==> src/hdl/cpsf_pkg.sv <==
// ----------------------------------------------------------------------------
// cpsf_pkg: shared types and constants
// Field widths, status and register codes, and the structs passed between
// the filter core and its submodules.
// ----------------------------------------------------------------------------
package cpsf_pkg;

  // Field widths
  localparam int unsigned LenW   = 16;
  localparam int unsigned ByteW  = 8;
  localparam int unsigned MagicW = 16;
  localparam int unsigned SeqW   = 64;
  localparam int unsigned DurW   = 32;
  localparam int unsigned TimeW  = 64;
  localparam int unsigned CntW   = 32;
  localparam int unsigned StatW  = 4;

  // Config port
  localparam int unsigned AddrW  = 5;
  localparam int unsigned DataW  = 32;
  localparam int unsigned IdxW   = 3;

  localparam logic [ByteW-1:0] MinLengthReset = 8'd1;

  // Result status codes
  typedef enum logic [StatW-1:0] {
    StAccept     = 4'd0,
    StNotControl = 4'd1,
    StBadLength  = 4'd2,
    StBadMagic   = 4'd3,
    StBadVersion = 4'd4,
    StWrongNode  = 4'd5,
    StExpired    = 4'd6,
    StDuplicate  = 4'd7,
    StStale      = 4'd8
  } status_e;

  // Config register indexes (byte address = 4 * index)
  typedef enum logic [IdxW-1:0] {
    RegLocalNode       = 3'd0,
    RegExpectedType    = 3'd1,
    RegExpectedMagic   = 3'd2,
    RegExpectedVersion = 3'd3,
    RegMinLength       = 3'd4
  } reg_idx_e;

  typedef struct packed {
    logic [ByteW-1:0]  local_node;
    logic [ByteW-1:0]  expected_type;
    logic [MagicW-1:0] expected_magic;
    logic [ByteW-1:0]  expected_version;
    logic [ByteW-1:0]  min_length;
  } cfg_t;

  // One unpacked packet header plus the current time
  typedef struct packed {
    logic [LenW-1:0]   packet_length;
    logic [ByteW-1:0]  type_byte;
    logic [MagicW-1:0] magic_word;
    logic [ByteW-1:0]  version_byte;
    logic [ByteW-1:0]  target_node;
    logic [SeqW-1:0]   seq_number;
    logic [DurW-1:0]   duration;
    logic [TimeW-1:0]  now_time;
  } pkt_t;

  // Filter decision, one flag per counter
  typedef struct packed {
    logic received;
    logic wrong_node;
    logic expired;
    logic duplicate;
    logic stale;
    logic accepted;
  } event_t;

  typedef struct packed {
    logic [CntW-1:0] received;
    logic [CntW-1:0] wrong_node;
    logic [CntW-1:0] expired;
    logic [CntW-1:0] duplicate;
    logic [CntW-1:0] stale;
    logic [CntW-1:0] accepted;
  } counts_t;

endpackage

==> src/hdl/cpsf_if.sv <==
// ----------------------------------------------------------------------------
// cpsf interfaces: packet and result channels
// Valid/ready channels; a transaction completes when valid and ready are high.
// ----------------------------------------------------------------------------
interface cpsf_pkt_if import cpsf_pkg::*; ();
  logic              valid;
  logic              ready;
  logic [LenW-1:0]   packet_length;
  logic [ByteW-1:0]  type_byte;
  logic [MagicW-1:0] magic_word;
  logic [ByteW-1:0]  version_byte;
  logic [ByteW-1:0]  target_node;
  logic [SeqW-1:0]   seq_number;
  logic [DurW-1:0]   duration;
  logic [TimeW-1:0]  now_time;

  modport source (
    output valid, packet_length, type_byte, magic_word, version_byte,
    output target_node, seq_number, duration, now_time,
    input  ready
  );
  modport sink (
    input  valid, packet_length, type_byte, magic_word, version_byte,
    input  target_node, seq_number, duration, now_time,
    output ready
  );
endinterface

interface cpsf_res_if import cpsf_pkg::*; ();
  logic             valid;
  logic             ready;
  status_e          status;
  logic [TimeW-1:0] expiry_time;
  logic [CntW-1:0]  received_count;
  logic [CntW-1:0]  wrong_node_count;
  logic [CntW-1:0]  expired_count;
  logic [CntW-1:0]  duplicate_count;
  logic [CntW-1:0]  stale_count;
  logic [CntW-1:0]  accepted_count;

  modport source (
    output valid, status, expiry_time, received_count, wrong_node_count,
    output expired_count, duplicate_count, stale_count, accepted_count,
    input  ready
  );
  modport sink (
    input  valid, status, expiry_time, received_count, wrong_node_count,
    input  expired_count, duplicate_count, stale_count, accepted_count,
    output ready
  );
endinterface

==> src/hdl/cpsf_classify.sv <==
// ----------------------------------------------------------------------------
// cpsf_classify: header checks and filter decision
// Parses one header against the config, forms the saturated expiry time and
// picks the filter outcome from the stored sequence state.
// ----------------------------------------------------------------------------
module cpsf_classify import cpsf_pkg::*; (
  input  cfg_t             cfg_i,
  input  pkt_t             pkt_i,
  input  logic             have_last_i,
  input  logic [SeqW-1:0]  last_seq_i,
  output status_e          status_o,
  output logic [TimeW-1:0] expiry_o,
  output event_t           event_o
);

  logic [TimeW:0]   sum;
  logic [TimeW-1:0] expiry_sat;
  logic             parsed;
  logic             expired;

  // Saturating now + duration
  assign sum        = {1'b0, pkt_i.now_time} + {{(TimeW + 1 - DurW){1'b0}}, pkt_i.duration};
  assign expiry_sat = sum[TimeW] ? {TimeW{1'b1}} : sum[TimeW-1:0];

  // expiry <= now happens only for a zero duration or a saturated clock
  assign expired = (pkt_i.duration == '0) || (pkt_i.now_time == {TimeW{1'b1}});

  always_comb begin
    event_o = '0;
    parsed  = 1'b0;
    // header parse
    if ((pkt_i.packet_length == '0) || (pkt_i.type_byte != cfg_i.expected_type)) begin
      status_o = StNotControl;
    end else if (pkt_i.packet_length < {{(LenW - ByteW){1'b0}}, cfg_i.min_length}) begin
      status_o = StBadLength;
    end else if (pkt_i.magic_word != cfg_i.expected_magic) begin
      status_o = StBadMagic;
    end else if (pkt_i.version_byte != cfg_i.expected_version) begin
      status_o = StBadVersion;
    end else begin
      parsed           = 1'b1;
      event_o.received = 1'b1;
      // filter, first match wins
      if (pkt_i.target_node != cfg_i.local_node) begin
        status_o           = StWrongNode;
        event_o.wrong_node = 1'b1;
      end else if (expired) begin
        status_o        = StExpired;
        event_o.expired = 1'b1;
      end else if (have_last_i && (pkt_i.seq_number == last_seq_i)) begin
        status_o          = StDuplicate;
        event_o.duplicate = 1'b1;
      end else if (have_last_i && (pkt_i.seq_number < last_seq_i)) begin
        status_o      = StStale;
        event_o.stale = 1'b1;
      end else begin
        status_o         = StAccept;
        event_o.accepted = 1'b1;
      end
    end
  end

  assign expiry_o = parsed ? expiry_sat : '0;

endmodule

==> src/hdl/cpsf_state.sv <==
// ----------------------------------------------------------------------------
// cpsf_state: sequence tracking and outcome counters
// Holds the last accepted sequence and six saturating counters, updated once
// per classified packet.
// ----------------------------------------------------------------------------
module cpsf_state import cpsf_pkg::*; (
  input  logic            clk_i,
  input  logic            rst_ni,
  input  logic            update_i,
  input  event_t          event_i,
  input  logic [SeqW-1:0] seq_i,
  output logic            have_last_o,
  output logic [SeqW-1:0] last_seq_o,
  output counts_t         counts_o
);

  logic            have_last_q;
  logic [SeqW-1:0] last_seq_q;
  counts_t         cnt_q;
  counts_t         cnt_d;

  function automatic logic [CntW-1:0] sat_inc(logic [CntW-1:0] c, logic hit);
    logic [CntW-1:0] r;
    r = c;
    if (hit && (c != {CntW{1'b1}})) begin
      r = c + 1'b1;
    end
    return r;
  endfunction

  // next counter values
  always_comb begin
    cnt_d.received   = sat_inc(cnt_q.received,   event_i.received);
    cnt_d.wrong_node = sat_inc(cnt_q.wrong_node, event_i.wrong_node);
    cnt_d.expired    = sat_inc(cnt_q.expired,    event_i.expired);
    cnt_d.duplicate  = sat_inc(cnt_q.duplicate,  event_i.duplicate);
    cnt_d.stale      = sat_inc(cnt_q.stale,      event_i.stale);
    cnt_d.accepted   = sat_inc(cnt_q.accepted,   event_i.accepted);
  end

  always_ff @(posedge clk_i or negedge rst_ni) begin
    if (!rst_ni) begin
      have_last_q <= 1'b0;
      last_seq_q  <= '0;
      cnt_q       <= '0;
    end else if (update_i) begin
      cnt_q <= cnt_d;
      if (event_i.accepted) begin
        have_last_q <= 1'b1;
        last_seq_q  <= seq_i;
      end
    end
  end

  assign have_last_o = have_last_q;
  assign last_seq_o  = last_seq_q;
  assign counts_o    = cnt_q;

endmodule

==> src/hdl/control_packet_sequence_filter_core.sv <==
// ----------------------------------------------------------------------------
// control_packet_sequence_filter_core: control packet checker and filter
// Validates unpacked control packet headers, computes expiry, filters by node,
// expiry and sequence, and keeps saturating outcome counters.
// ----------------------------------------------------------------------------
//  Channel   Dir  Handshake     Carries
//  pkt_i     in   valid/ready   header fields, sequence, duration, current time
//  res_o     out  valid/ready   status, expiry time, six counter values
//  APB       in   psel/penable  config registers at byte address 4*index
//
//  One packet per cycle sustained while results are taken; input register,
//  then result register, with the decision logic and a 64-bit add between.
//  Sequence state and counters update when a packet moves into the result
//  register, so each result carries the counts after its own packet.
//  A stalled result holds the pipe; the input register still takes one more
//  packet. Reset clears counters, sequence state and config to defaults.
// ----------------------------------------------------------------------------
module control_packet_sequence_filter_core import cpsf_pkg::*; (
  input  logic             clk_i,
  input  logic             rst_ni,
  cpsf_pkt_if.sink         pkt_i,
  cpsf_res_if.source       res_o,
  input  logic             psel,
  input  logic             penable,
  input  logic             pwrite,
  input  logic [AddrW-1:0] paddr,
  input  logic [DataW-1:0] pwdata,
  output logic [DataW-1:0] prdata,
  output logic             pready
);

  cfg_t             cfg_q;
  reg_idx_e         reg_idx;
  logic             cfg_wr;

  logic             s1_valid_q;
  pkt_t             s1_pkt_q;
  logic             out_valid_q;
  status_e          out_status_q;
  logic [TimeW-1:0] out_expiry_q;

  logic             out_free;
  logic             advance;
  logic             in_fire;

  status_e          status;
  logic [TimeW-1:0] expiry;
  event_t           event_s;
  logic             have_last;
  logic [SeqW-1:0]  last_seq;
  counts_t          counts;

  // --------------------------------------------------------------------------
  // Config registers
  // --------------------------------------------------------------------------
  assign pready  = 1'b1;
  assign reg_idx = reg_idx_e'(paddr[AddrW-1:2]);
  assign cfg_wr  = psel && penable && pwrite && pready;

  always_ff @(posedge clk_i or negedge rst_ni) begin
    if (!rst_ni) begin
      cfg_q.local_node       <= '0;
      cfg_q.expected_type    <= '0;
      cfg_q.expected_magic   <= '0;
      cfg_q.expected_version <= '0;
      cfg_q.min_length       <= MinLengthReset;
    end else if (cfg_wr) begin
      case (reg_idx)
        RegLocalNode:       cfg_q.local_node       <= pwdata[ByteW-1:0];
        RegExpectedType:    cfg_q.expected_type    <= pwdata[ByteW-1:0];
        RegExpectedMagic:   cfg_q.expected_magic   <= pwdata[MagicW-1:0];
        RegExpectedVersion: cfg_q.expected_version <= pwdata[ByteW-1:0];
        RegMinLength:       cfg_q.min_length       <= pwdata[ByteW-1:0];
        default: ;
      endcase
    end
  end

  // read back
  always_comb begin
    case (reg_idx)
      RegLocalNode:       prdata = {{(DataW - ByteW){1'b0}}, cfg_q.local_node};
      RegExpectedType:    prdata = {{(DataW - ByteW){1'b0}}, cfg_q.expected_type};
      RegExpectedMagic:   prdata = {{(DataW - MagicW){1'b0}}, cfg_q.expected_magic};
      RegExpectedVersion: prdata = {{(DataW - ByteW){1'b0}}, cfg_q.expected_version};
      RegMinLength:       prdata = {{(DataW - ByteW){1'b0}}, cfg_q.min_length};
      default:            prdata = '0;
    endcase
  end

  // --------------------------------------------------------------------------
  // Pipeline handshake
  // --------------------------------------------------------------------------
  assign out_free    = !out_valid_q || res_o.ready;
  assign advance     = s1_valid_q && out_free;
  assign pkt_i.ready = !s1_valid_q || advance;
  assign in_fire     = pkt_i.valid && pkt_i.ready;

  // input register
  always_ff @(posedge clk_i or negedge rst_ni) begin
    if (!rst_ni) begin
      s1_valid_q <= 1'b0;
    end else if (in_fire) begin
      s1_valid_q <= 1'b1;
    end else if (advance) begin
      s1_valid_q <= 1'b0;
    end
  end

  always_ff @(posedge clk_i) begin
    if (in_fire) begin
      s1_pkt_q.packet_length <= pkt_i.packet_length;
      s1_pkt_q.type_byte     <= pkt_i.type_byte;
      s1_pkt_q.magic_word    <= pkt_i.magic_word;
      s1_pkt_q.version_byte  <= pkt_i.version_byte;
      s1_pkt_q.target_node   <= pkt_i.target_node;
      s1_pkt_q.seq_number    <= pkt_i.seq_number;
      s1_pkt_q.duration      <= pkt_i.duration;
      s1_pkt_q.now_time      <= pkt_i.now_time;
    end
  end

  // --------------------------------------------------------------------------
  // Decision and state
  // --------------------------------------------------------------------------
  cpsf_classify u_classify (
    .cfg_i       (cfg_q),
    .pkt_i       (s1_pkt_q),
    .have_last_i (have_last),
    .last_seq_i  (last_seq),
    .status_o    (status),
    .expiry_o    (expiry),
    .event_o     (event_s)
  );

  cpsf_state u_state (
    .clk_i       (clk_i),
    .rst_ni      (rst_ni),
    .update_i    (advance),
    .event_i     (event_s),
    .seq_i       (s1_pkt_q.seq_number),
    .have_last_o (have_last),
    .last_seq_o  (last_seq),
    .counts_o    (counts)
  );

  // --------------------------------------------------------------------------
  // Result register; counters only move when a new result loads
  // --------------------------------------------------------------------------
  always_ff @(posedge clk_i or negedge rst_ni) begin
    if (!rst_ni) begin
      out_valid_q <= 1'b0;
    end else if (advance) begin
      out_valid_q <= 1'b1;
    end else if (res_o.ready) begin
      out_valid_q <= 1'b0;
    end
  end

  always_ff @(posedge clk_i) begin
    if (advance) begin
      out_status_q <= status;
      out_expiry_q <= expiry;
    end
  end

  assign res_o.valid            = out_valid_q;
  assign res_o.status           = out_status_q;
  assign res_o.expiry_time      = out_expiry_q;
  assign res_o.received_count   = counts.received;
  assign res_o.wrong_node_count = counts.wrong_node;
  assign res_o.expired_count    = counts.expired;
  assign res_o.duplicate_count  = counts.duplicate;
  assign res_o.stale_count      = counts.stale;
  assign res_o.accepted_count   = counts.accepted;

endmodule

==> src/flat_wrapper.sv <==
// flat-port wrapper written by rule: the top's interface ports become plain ports
module control_packet_sequence_filter_core_flat import cpsf_pkg::*;
  (clk_i, rst_ni, psel, penable, pwrite, paddr, pwdata, prdata, pready, pkt_i_valid, pkt_i_packet_length, pkt_i_type_byte, pkt_i_magic_word, pkt_i_version_byte, pkt_i_target_node, pkt_i_seq_number, pkt_i_duration, pkt_i_now_time, pkt_i_ready, res_o_valid, res_o_status, res_o_expiry_time, res_o_received_count, res_o_wrong_node_count, res_o_expired_count, res_o_duplicate_count, res_o_stale_count, res_o_accepted_count, res_o_ready);
  cpsf_pkt_if pkt_i_i ();
  cpsf_res_if res_o_i ();
  input  logic clk_i;
  input  logic rst_ni;
  input  logic psel;
  input  logic penable;
  input  logic pwrite;
  input  logic [AddrW-1:0] paddr;
  input  logic [DataW-1:0] pwdata;
  output logic [DataW-1:0] prdata;
  output logic pready;
  input wire logic [$bits(pkt_i_i.valid)-1:0] pkt_i_valid;
  input wire logic [$bits(pkt_i_i.packet_length)-1:0] pkt_i_packet_length;
  input wire logic [$bits(pkt_i_i.type_byte)-1:0] pkt_i_type_byte;
  input wire logic [$bits(pkt_i_i.magic_word)-1:0] pkt_i_magic_word;
  input wire logic [$bits(pkt_i_i.version_byte)-1:0] pkt_i_version_byte;
  input wire logic [$bits(pkt_i_i.target_node)-1:0] pkt_i_target_node;
  input wire logic [$bits(pkt_i_i.seq_number)-1:0] pkt_i_seq_number;
  input wire logic [$bits(pkt_i_i.duration)-1:0] pkt_i_duration;
  input wire logic [$bits(pkt_i_i.now_time)-1:0] pkt_i_now_time;
  output wire logic [$bits(pkt_i_i.ready)-1:0] pkt_i_ready;
  output wire logic [$bits(res_o_i.valid)-1:0] res_o_valid;
  output wire logic [$bits(res_o_i.status)-1:0] res_o_status;
  output wire logic [$bits(res_o_i.expiry_time)-1:0] res_o_expiry_time;
  output wire logic [$bits(res_o_i.received_count)-1:0] res_o_received_count;
  output wire logic [$bits(res_o_i.wrong_node_count)-1:0] res_o_wrong_node_count;
  output wire logic [$bits(res_o_i.expired_count)-1:0] res_o_expired_count;
  output wire logic [$bits(res_o_i.duplicate_count)-1:0] res_o_duplicate_count;
  output wire logic [$bits(res_o_i.stale_count)-1:0] res_o_stale_count;
  output wire logic [$bits(res_o_i.accepted_count)-1:0] res_o_accepted_count;
  input wire logic [$bits(res_o_i.ready)-1:0] res_o_ready;
  assign pkt_i_i.valid = pkt_i_valid;
  assign pkt_i_i.packet_length = pkt_i_packet_length;
  assign pkt_i_i.type_byte = pkt_i_type_byte;
  assign pkt_i_i.magic_word = pkt_i_magic_word;
  assign pkt_i_i.version_byte = pkt_i_version_byte;
  assign pkt_i_i.target_node = pkt_i_target_node;
  assign pkt_i_i.seq_number = pkt_i_seq_number;
  assign pkt_i_i.duration = pkt_i_duration;
  assign pkt_i_i.now_time = pkt_i_now_time;
  assign pkt_i_ready = pkt_i_i.ready;
  assign res_o_valid = res_o_i.valid;
  assign res_o_status = res_o_i.status;
  assign res_o_expiry_time = res_o_i.expiry_time;
  assign res_o_received_count = res_o_i.received_count;
  assign res_o_wrong_node_count = res_o_i.wrong_node_count;
  assign res_o_expired_count = res_o_i.expired_count;
  assign res_o_duplicate_count = res_o_i.duplicate_count;
  assign res_o_stale_count = res_o_i.stale_count;
  assign res_o_accepted_count = res_o_i.accepted_count;
  assign res_o_i.ready = res_o_ready;
  control_packet_sequence_filter_core u_core (.clk_i(clk_i), .rst_ni(rst_ni), .pkt_i(pkt_i_i), .res_o(res_o_i), .psel(psel), .penable(penable), .pwrite(pwrite), .paddr(paddr), .pwdata(pwdata), .prdata(prdata), .pready(pready));
endmodule
==> config.mk <==
export PLATFORM = sky130hd
export DESIGN_NAME = control_packet_sequence_filter_core_flat
export DESIGN_NICKNAME = d
export VERILOG_FILES = /design/src/hdl/cpsf_pkg.sv /design/src/hdl/cpsf_if.sv /design/src/hdl/cpsf_classify.sv /design/src/hdl/cpsf_state.sv /design/src/hdl/control_packet_sequence_filter_core.sv /design/src/flat_wrapper.sv
export SDC_FILE = /design/constraint.sdc
export NUM_CORES = 1
export LEC_CHECK = 0
export BUFFER_PORTS_ARGS = -buffer_cell sky130_fd_sc_hd__buf_2
export CORE_AREA = 2 2 227 229
export CTS_BUF_LIST = sky130_fd_sc_hd__clkbuf_16
export CTS_CLUSTER_DIAMETER = 60
export CTS_CLUSTER_SIZE = 24
export DETAILED_ROUTE_END_ITERATION = 6
export DIE_AREA = 0 0 229 231
export HOLD_SLACK_MARGIN = 0.06
export MAX_ROUTING_LAYER = met4
export PLACE_DENSITY_LB_ADDON = 0.12
export SETUP_SLACK_MARGIN = 0.2
export SYNTH_ARGS = -nofsm -noshare
export SYNTH_HDL_FRONTEND = slang
export SYNTH_HIERARCHICAL = 1
export SYNTH_SLANG_ARGS = --single-unit
==> constraint.sdc <==
create_clock -name clk_i -period 7.9 [get_ports clk_i]
set_input_delay 1.58 -clock clk_i [delete_from_list [all_inputs] [get_ports clk_i]]
set_output_delay 1.58 -clock clk_i [all_outputs]
set_load 0.005 [all_outputs]
# After elaboration in Yosys (flattened, before gate mapping)
# Cells that the tools add are included.
# word_totals
register_bits,591
latchBits,0
mem_bits_rw,0
romBits,0
output_inout_bits,295
memories,0
# op_classes
addsub,7
multipliers,0
n_div,0
n_lt_le_gt_ge,2
n_eq_ne,16
shifts,0
n_mux,29
bitwise_logic,0
reduce_logical,37
# op_table
op,count
"32-bit by 1-bit adder with 32-bit output, second input constant",6
"32-bit != test, second input constant",6
16-bit case mux with 5 select lines,1
64-bit by 32-bit adder with 65-bit output,1
64-bit == test,1
"64-bit == test, second input constant",1
64-bit less-than comparator,1
64-bit two-way mux,1
32-bit zero test,1
6-bit two-way mux,4
8-bit != test,3
2-bit AND reduction,12
16-bit zero test,1
16-bit by 8-bit less-than comparator with 1-bit output,1
16-bit != test,1
3-bit two-way mux,5
1-bit two-way mux,13
1-bit logical AND,12
4-bit two-way mux,2
7-bit OR reduction,1
"3-bit by 2-bit == test with 1-bit output, second input constant",2
2-bit two-way mux,3
1-bit logical OR,4
2-bit nonzero test,2
other kinds (5),6

# Depth between registers and ports, before layout
# logic_depth
ltp_word,12
depth_mapped,17
depth_no_buf,16

# Modules after synthesis
# Netlist, hierarchy kept.
# by_module_without_submodules
mod,n_inst,cells_each,area_per_inst_um2,seq_area_each_um2
cpsf_state,1,1009,11624.9,6431.2
control_packet_sequence_filter_core,1,467,10968.0,9780.6
cpsf_classify,1,796,5356.4,0.0

# Worst setup path before layout
# Ideal clock, no wire load.
# synth_timing
kind,in2reg
startpoint,in res_o_ready
endpoint,"reg u_core/s1_pkt_q[0] (netlist bit), enable pin"
setup_time_ns,0.605
arrival_time_ns,6.684
slack_ns,0.612
path_stages,2
cell_sequence,nand3b_1 > and2_1
# synth_via
elab_chain_len,4
# synth_rtl
element,line,source
from (decl),flat_wrapper.sv:34,input wire logic [$bits(res_o_i.ready)-1:0] res_o_ready;
1-bit logical OR,control_packet_sequence_filter_core.sv:94,assign out_free = !out_valid_q || res_o.ready;
1-bit logical AND,control_packet_sequence_filter_core.sv:95,assign advance = s1_valid_q && out_free;
1-bit logical OR,control_packet_sequence_filter_core.sv:96,assign pkt_i.ready = !s1_valid_q || advance;
1-bit logical AND,control_packet_sequence_filter_core.sv:97,assign in_fire = pkt_i.valid && pkt_i.ready;
named net u_core.in_fire,control_packet_sequence_filter_core.sv:44,logic in_fire;
to (decl),control_packet_sequence_filter_core.sv:37,pkt_t s1_pkt_q;
# The timed path passes the listed nets, and every way through them passes these cells.
# A chain may end at the register's enable or synchronous reset.

==> key figures <==
Worst setup path
  • R2r startpoint: u_core/cfg_q[19]$_DFFE_PN0P_
  • Critical Path AT: 5.52 ns
  • CP max stage cell: nor4_1
  • Worst reg2reg setup slack: 2.91 ns
  • Worst Path Required: 8.43 ns
  • Critical path's top delay family: simple AND/OR/NAND/NOR gates
  • CP Cell Sequence: xnor2_1 > nand4_1 > nor4_1 > nand4_4 > buf_4 > inv_2 > buf_4 > nand2_1 > nor3_1 > nand2_1 > nor3_1 > nand2_1 > nor4_1 > xor2_1
  • Reg2Reg Depth: 14
  • Critical setup path kind: reg2reg
  • Most used cell along the critical path: nand2_1
  • CP max FO: 63
  • CP Launch Type: register
  • Worst path bufs/invs: 3
  • Critical Path Sink Type: register
  • Slowest stage delay, CP: 1.08 ns
  • R2r endpoint: u_core/u_state/counts_o[91]$_DFFE_PN0P_

Placement
  • Pre-CTS setup slack: 3.06 ns
  • Final GP Congestion: 0.968
  • DP Wirelength: 53.1 mm
  • IO buf count: 519

Clocking
  • Clk slew on worst S/H paths: 0.08 ns
  • Post_cts resized: 0
  • CTS tree: done
  • Root Driver: clkbuf_16
  • Clock sink count: 591
  • Total CTS buffers: 43
  • Hold bufs inserted after CTS: 0
  • CTS max path bufs: 3
  • Postcts setup bufs: 0
  • H-tree depth: 2
  • Skew-Pair Late Insertion Delay: 0.60 ns

GRT
  • Global-route wire length before repair: 111 mm
  • Tot GR Track Use: 27.6%
  • Most Crowded Layer GR: met2
  • GRT met2 Usage: 43.9%
  • Largest net degree at the start of global routing: 172
  • Met3 usage: 5.90%
  • Routing usage on met1: 35.9%
  • Vias in the first global route: 19584
  • GRT overflow: 0
  • Initial antenna violation count: 18

Logic synthesis
  • #FFs+latches synth: 591
  • Yosys cell types: 98
  • Cell area after synthesis: 0.0279 mm2
  • Synth Warn #: 6
  • Fraction of registers with async set/reset: 51.9%
  • Sequential area share after synthesis: 58.0%
  • Avg Cell Area, Syn: 12.3 um2
  • Post-synth EDFFs: 284
  • Top FF cell, synth: dfrtp_1
  • Post-synthesis instance total: 2272

STA
  • Fin. Hold Viols: 0
  • Worst-Margin Slew: 1.28 ns
  • Final Max Tran Viols: 0
  • Slew headroom: 13.4%
  • Final Critical Period: 4.99 ns
  • Final critical-path share of the clock period: 63.2%
  • Fin Setup TNS: 0 ns
  • Endpoints failing setup: 0
  • Unrepaired setup endpoints after global routing: no
  • Fmax: 0.200 GHz
  • Setup ws final: 2.91 ns
  • Clock skew: 0.0164 ns

Power
  • Power per cell area: 200 mW/mm2
  • Comb power frac: 9.2%
  • Leakage Power: 14.5 nW
  • Clock Power Share: 37.4%
  • Reg power frac: 53.3%
  • Sw power: 0.00159 W
  • Pwr Total: 0.00655 W
  • Switching fraction of total power: 24.3%
  • Int Pwr: 0.00496 W
  • VDD IR max: 0.000195 V

Layout
  • Final nets: 3159
  • # fillers: 3953
  • Layout cells sized above 1: 27.3%
  • Register area: 0.0162 mm2
  • Multi-input logic area: 0.0110 mm2
  • Synth-to-Final Area Change: 17.2%

Min path
  • Worst min-delay path category: reg2reg
  • Hold_sp: u_core/u_state/counts_o[147]$_DFFE_PN0P_
  • Worst hold stages: 1
  • Hold endpoint: u_core/u_state/counts_o[147]$_DFFE_PN0P_

Floorplanning
  • DIE WIDTH: 229 um
  • Initial core utilization: 55.2%
  • Row Count: 83
  • Die area: 0.0529 mm2
  • Total core area: 0.0507 mm2
  • Io pins: 555
  • Die Y: 231 um

Routing
  • Remaining DRCs: 0
  • Post-detailed-route wirelength per cell: 20.3 um
  • Drt total wl: 71.6 mm
  • Via/cell ratio: 5.70
  • Iter 0 DRT Violations: 1678
  • Antenna violation net count after detailed routing: 0
  • Vias: 20086
  • Drt first pass iters: 6

Flow run
  • Max-capacitance violation count: 0

Status
  • Status: finished clean
[Yosys cell counts, drive strengths merged, types with 4 or more instances]
cell type / n / area (um2)
nor4: 43 / 290
a221o: 7 / 70.1
or3: 12 / 80.1
a21oi: 117 / 597
o21bai: 7 / 52.6
nor2b: 9 / 63.8
and2: 27 / 174
nand2b: 9 / 56.3
inv: 94 / 353
mux2i: 10 / 100
a211oi: 10 / 80.1
o2111ai: 4 / 35.0
or4: 10 / 78.8
and4: 25 / 219
and3: 36 / 229
xor2: 92 / 806
ha: 109 / 1360
xnor2: 176 / 1540
o21a: 10 / 75.1
nand2: 135 / 517
dfrtp: 306 / 7660
o21ai: 44 / 231
clkbuf: 33 / 150
o211ai: 9 / 72.6
o31a: 4 / 35.0
edfxtp: 284 / 8530
mux2: 123 / 1390
a31oi: 13 / 81.3
nand4: 116 / 747
nor2: 108 / 413
a21o: 25 / 189
nand3: 113 / 571
a311oi: 5 / 43.8
nor3: 64 / 347
buf: 37 / 256
[metrics by stage]
step	utilization (%)	cells	hold WS, ns	cell area [um2]
after global placement	61.5	3424	0.468	31200
final	64.7	3522	0.484	32800
after detailed placement	61.5	3424	0.472	31200
after global routing	64.7	3522	0.501	32800
after floorplan	-	2287	0.449	28000
after CTS	64.6	3504	0.486	32700
[final cells by class]
cell class | count | area share, %
Antenna cell | 18 | 0.137
Clock buffer | 43 | 3.28
Clock inverter | 37 | 1.51
Inverter | 94 | 1.08
Multi-Input combinational cell | 1531 | 33.7
Sequential cell | 591 | 49.5
Tap cell | 680 | 2.60
Timing Repair Buffer | 528 | 8.24
[per-layer routing]
metal / part of all wire, % / up-vias / routed length, um
met3: 7.8 / 104 / 5560
met4: 2.9 / 0 / 2080
met5: 0 / - / 0
li1: - / 9375 / -
met2: 48 / 770 / 34300
met1: 42 / 9837 / 29700
[worst max path at each step]
stage                            startpoint                                       to  slack [ns]  cells past startpoint
2_1_floorplan                   res_o_ready             u_core/s1_pkt_q[0]$_DFFE_PP_        0.61                      2
3_3_place_gp   u_core/cfg_q[19]$_DFFE_PN0P_  u_core/u_state/counts_o[91]$_DFFE_PN0P_        3.22                     14
3_5_place_dp   u_core/cfg_q[19]$_DFFE_PN0P_  u_core/u_state/counts_o[91]$_DFFE_PN0P_        3.06                     14
4_1_cts        u_core/cfg_q[19]$_DFFE_PN0P_  u_core/u_state/counts_o[91]$_DFFE_PN0P_        3.00                     14
5_1_grt        u_core/cfg_q[19]$_DFFE_PN0P_  u_core/u_state/counts_o[91]$_DFFE_PN0P_        2.55                     14
6_report       u_core/cfg_q[19]$_DFFE_PN0P_  u_core/u_state/counts_o[91]$_DFFE_PN0P_        2.91                     14
[sequential cells by signal, indices dropped and copies added (netlist names)]
| name | cells |
|---|---|
| u_core/res_o.status | 4 |
| u_core/s1_pkt_q | 216 |
| u_core/u_state/have_last_o | 1 |
| u_core/u_state/last_seq_o | 64 |
| u_core/cfg_q | 48 |
| u_core/res_o.valid | 1 |
| u_core/u_state/counts_o | 192 |
| u_core/s1_valid_q | 1 |
| u_core/res_o.expiry_time | 64 |
[placed cells by master, fill, tap and decap left out, drive strengths merged, types with 27 or more instances in the layout]
cell type	count
inv	110
buf	528
a21oi	117
nor2	108
nand4	116
mux2	123
and2	27
nand3	113
dfrtp	306
ha	109
edfxtp	284
xor2	92
nand2	135
o21ai	44
xnor2	176
nor4	43
clkbuf	43
and3	36
nor3	64
[cells by family after synthesis]
logic type,count (synthesis),share of synthesized area [%]
other,2,0.0269
xor gates and xnor gates,268,8.40
DFF,591,58.0
and+or+nand+nor,723,14.1
adders and majority gates,110,4.95
muxes,134,5.41
buffers and inverters,165,2.76
AOI/OAI and AO/OA,279,6.37
[power groups by stage]
stage	clock network [W]	registers, W	logic, W
after floorplan	0	0.00354	0.000372
after global placement	0	0.00355	0.000589
after detailed placement	0	0.00356	0.000599
after CTS	0.00251	0.00349	0.000604
after global routing	0.00263	0.00351	0.000666
final	0.00245	0.00349	0.000604
Note: power is estimated with default switching activity, not from simulation.
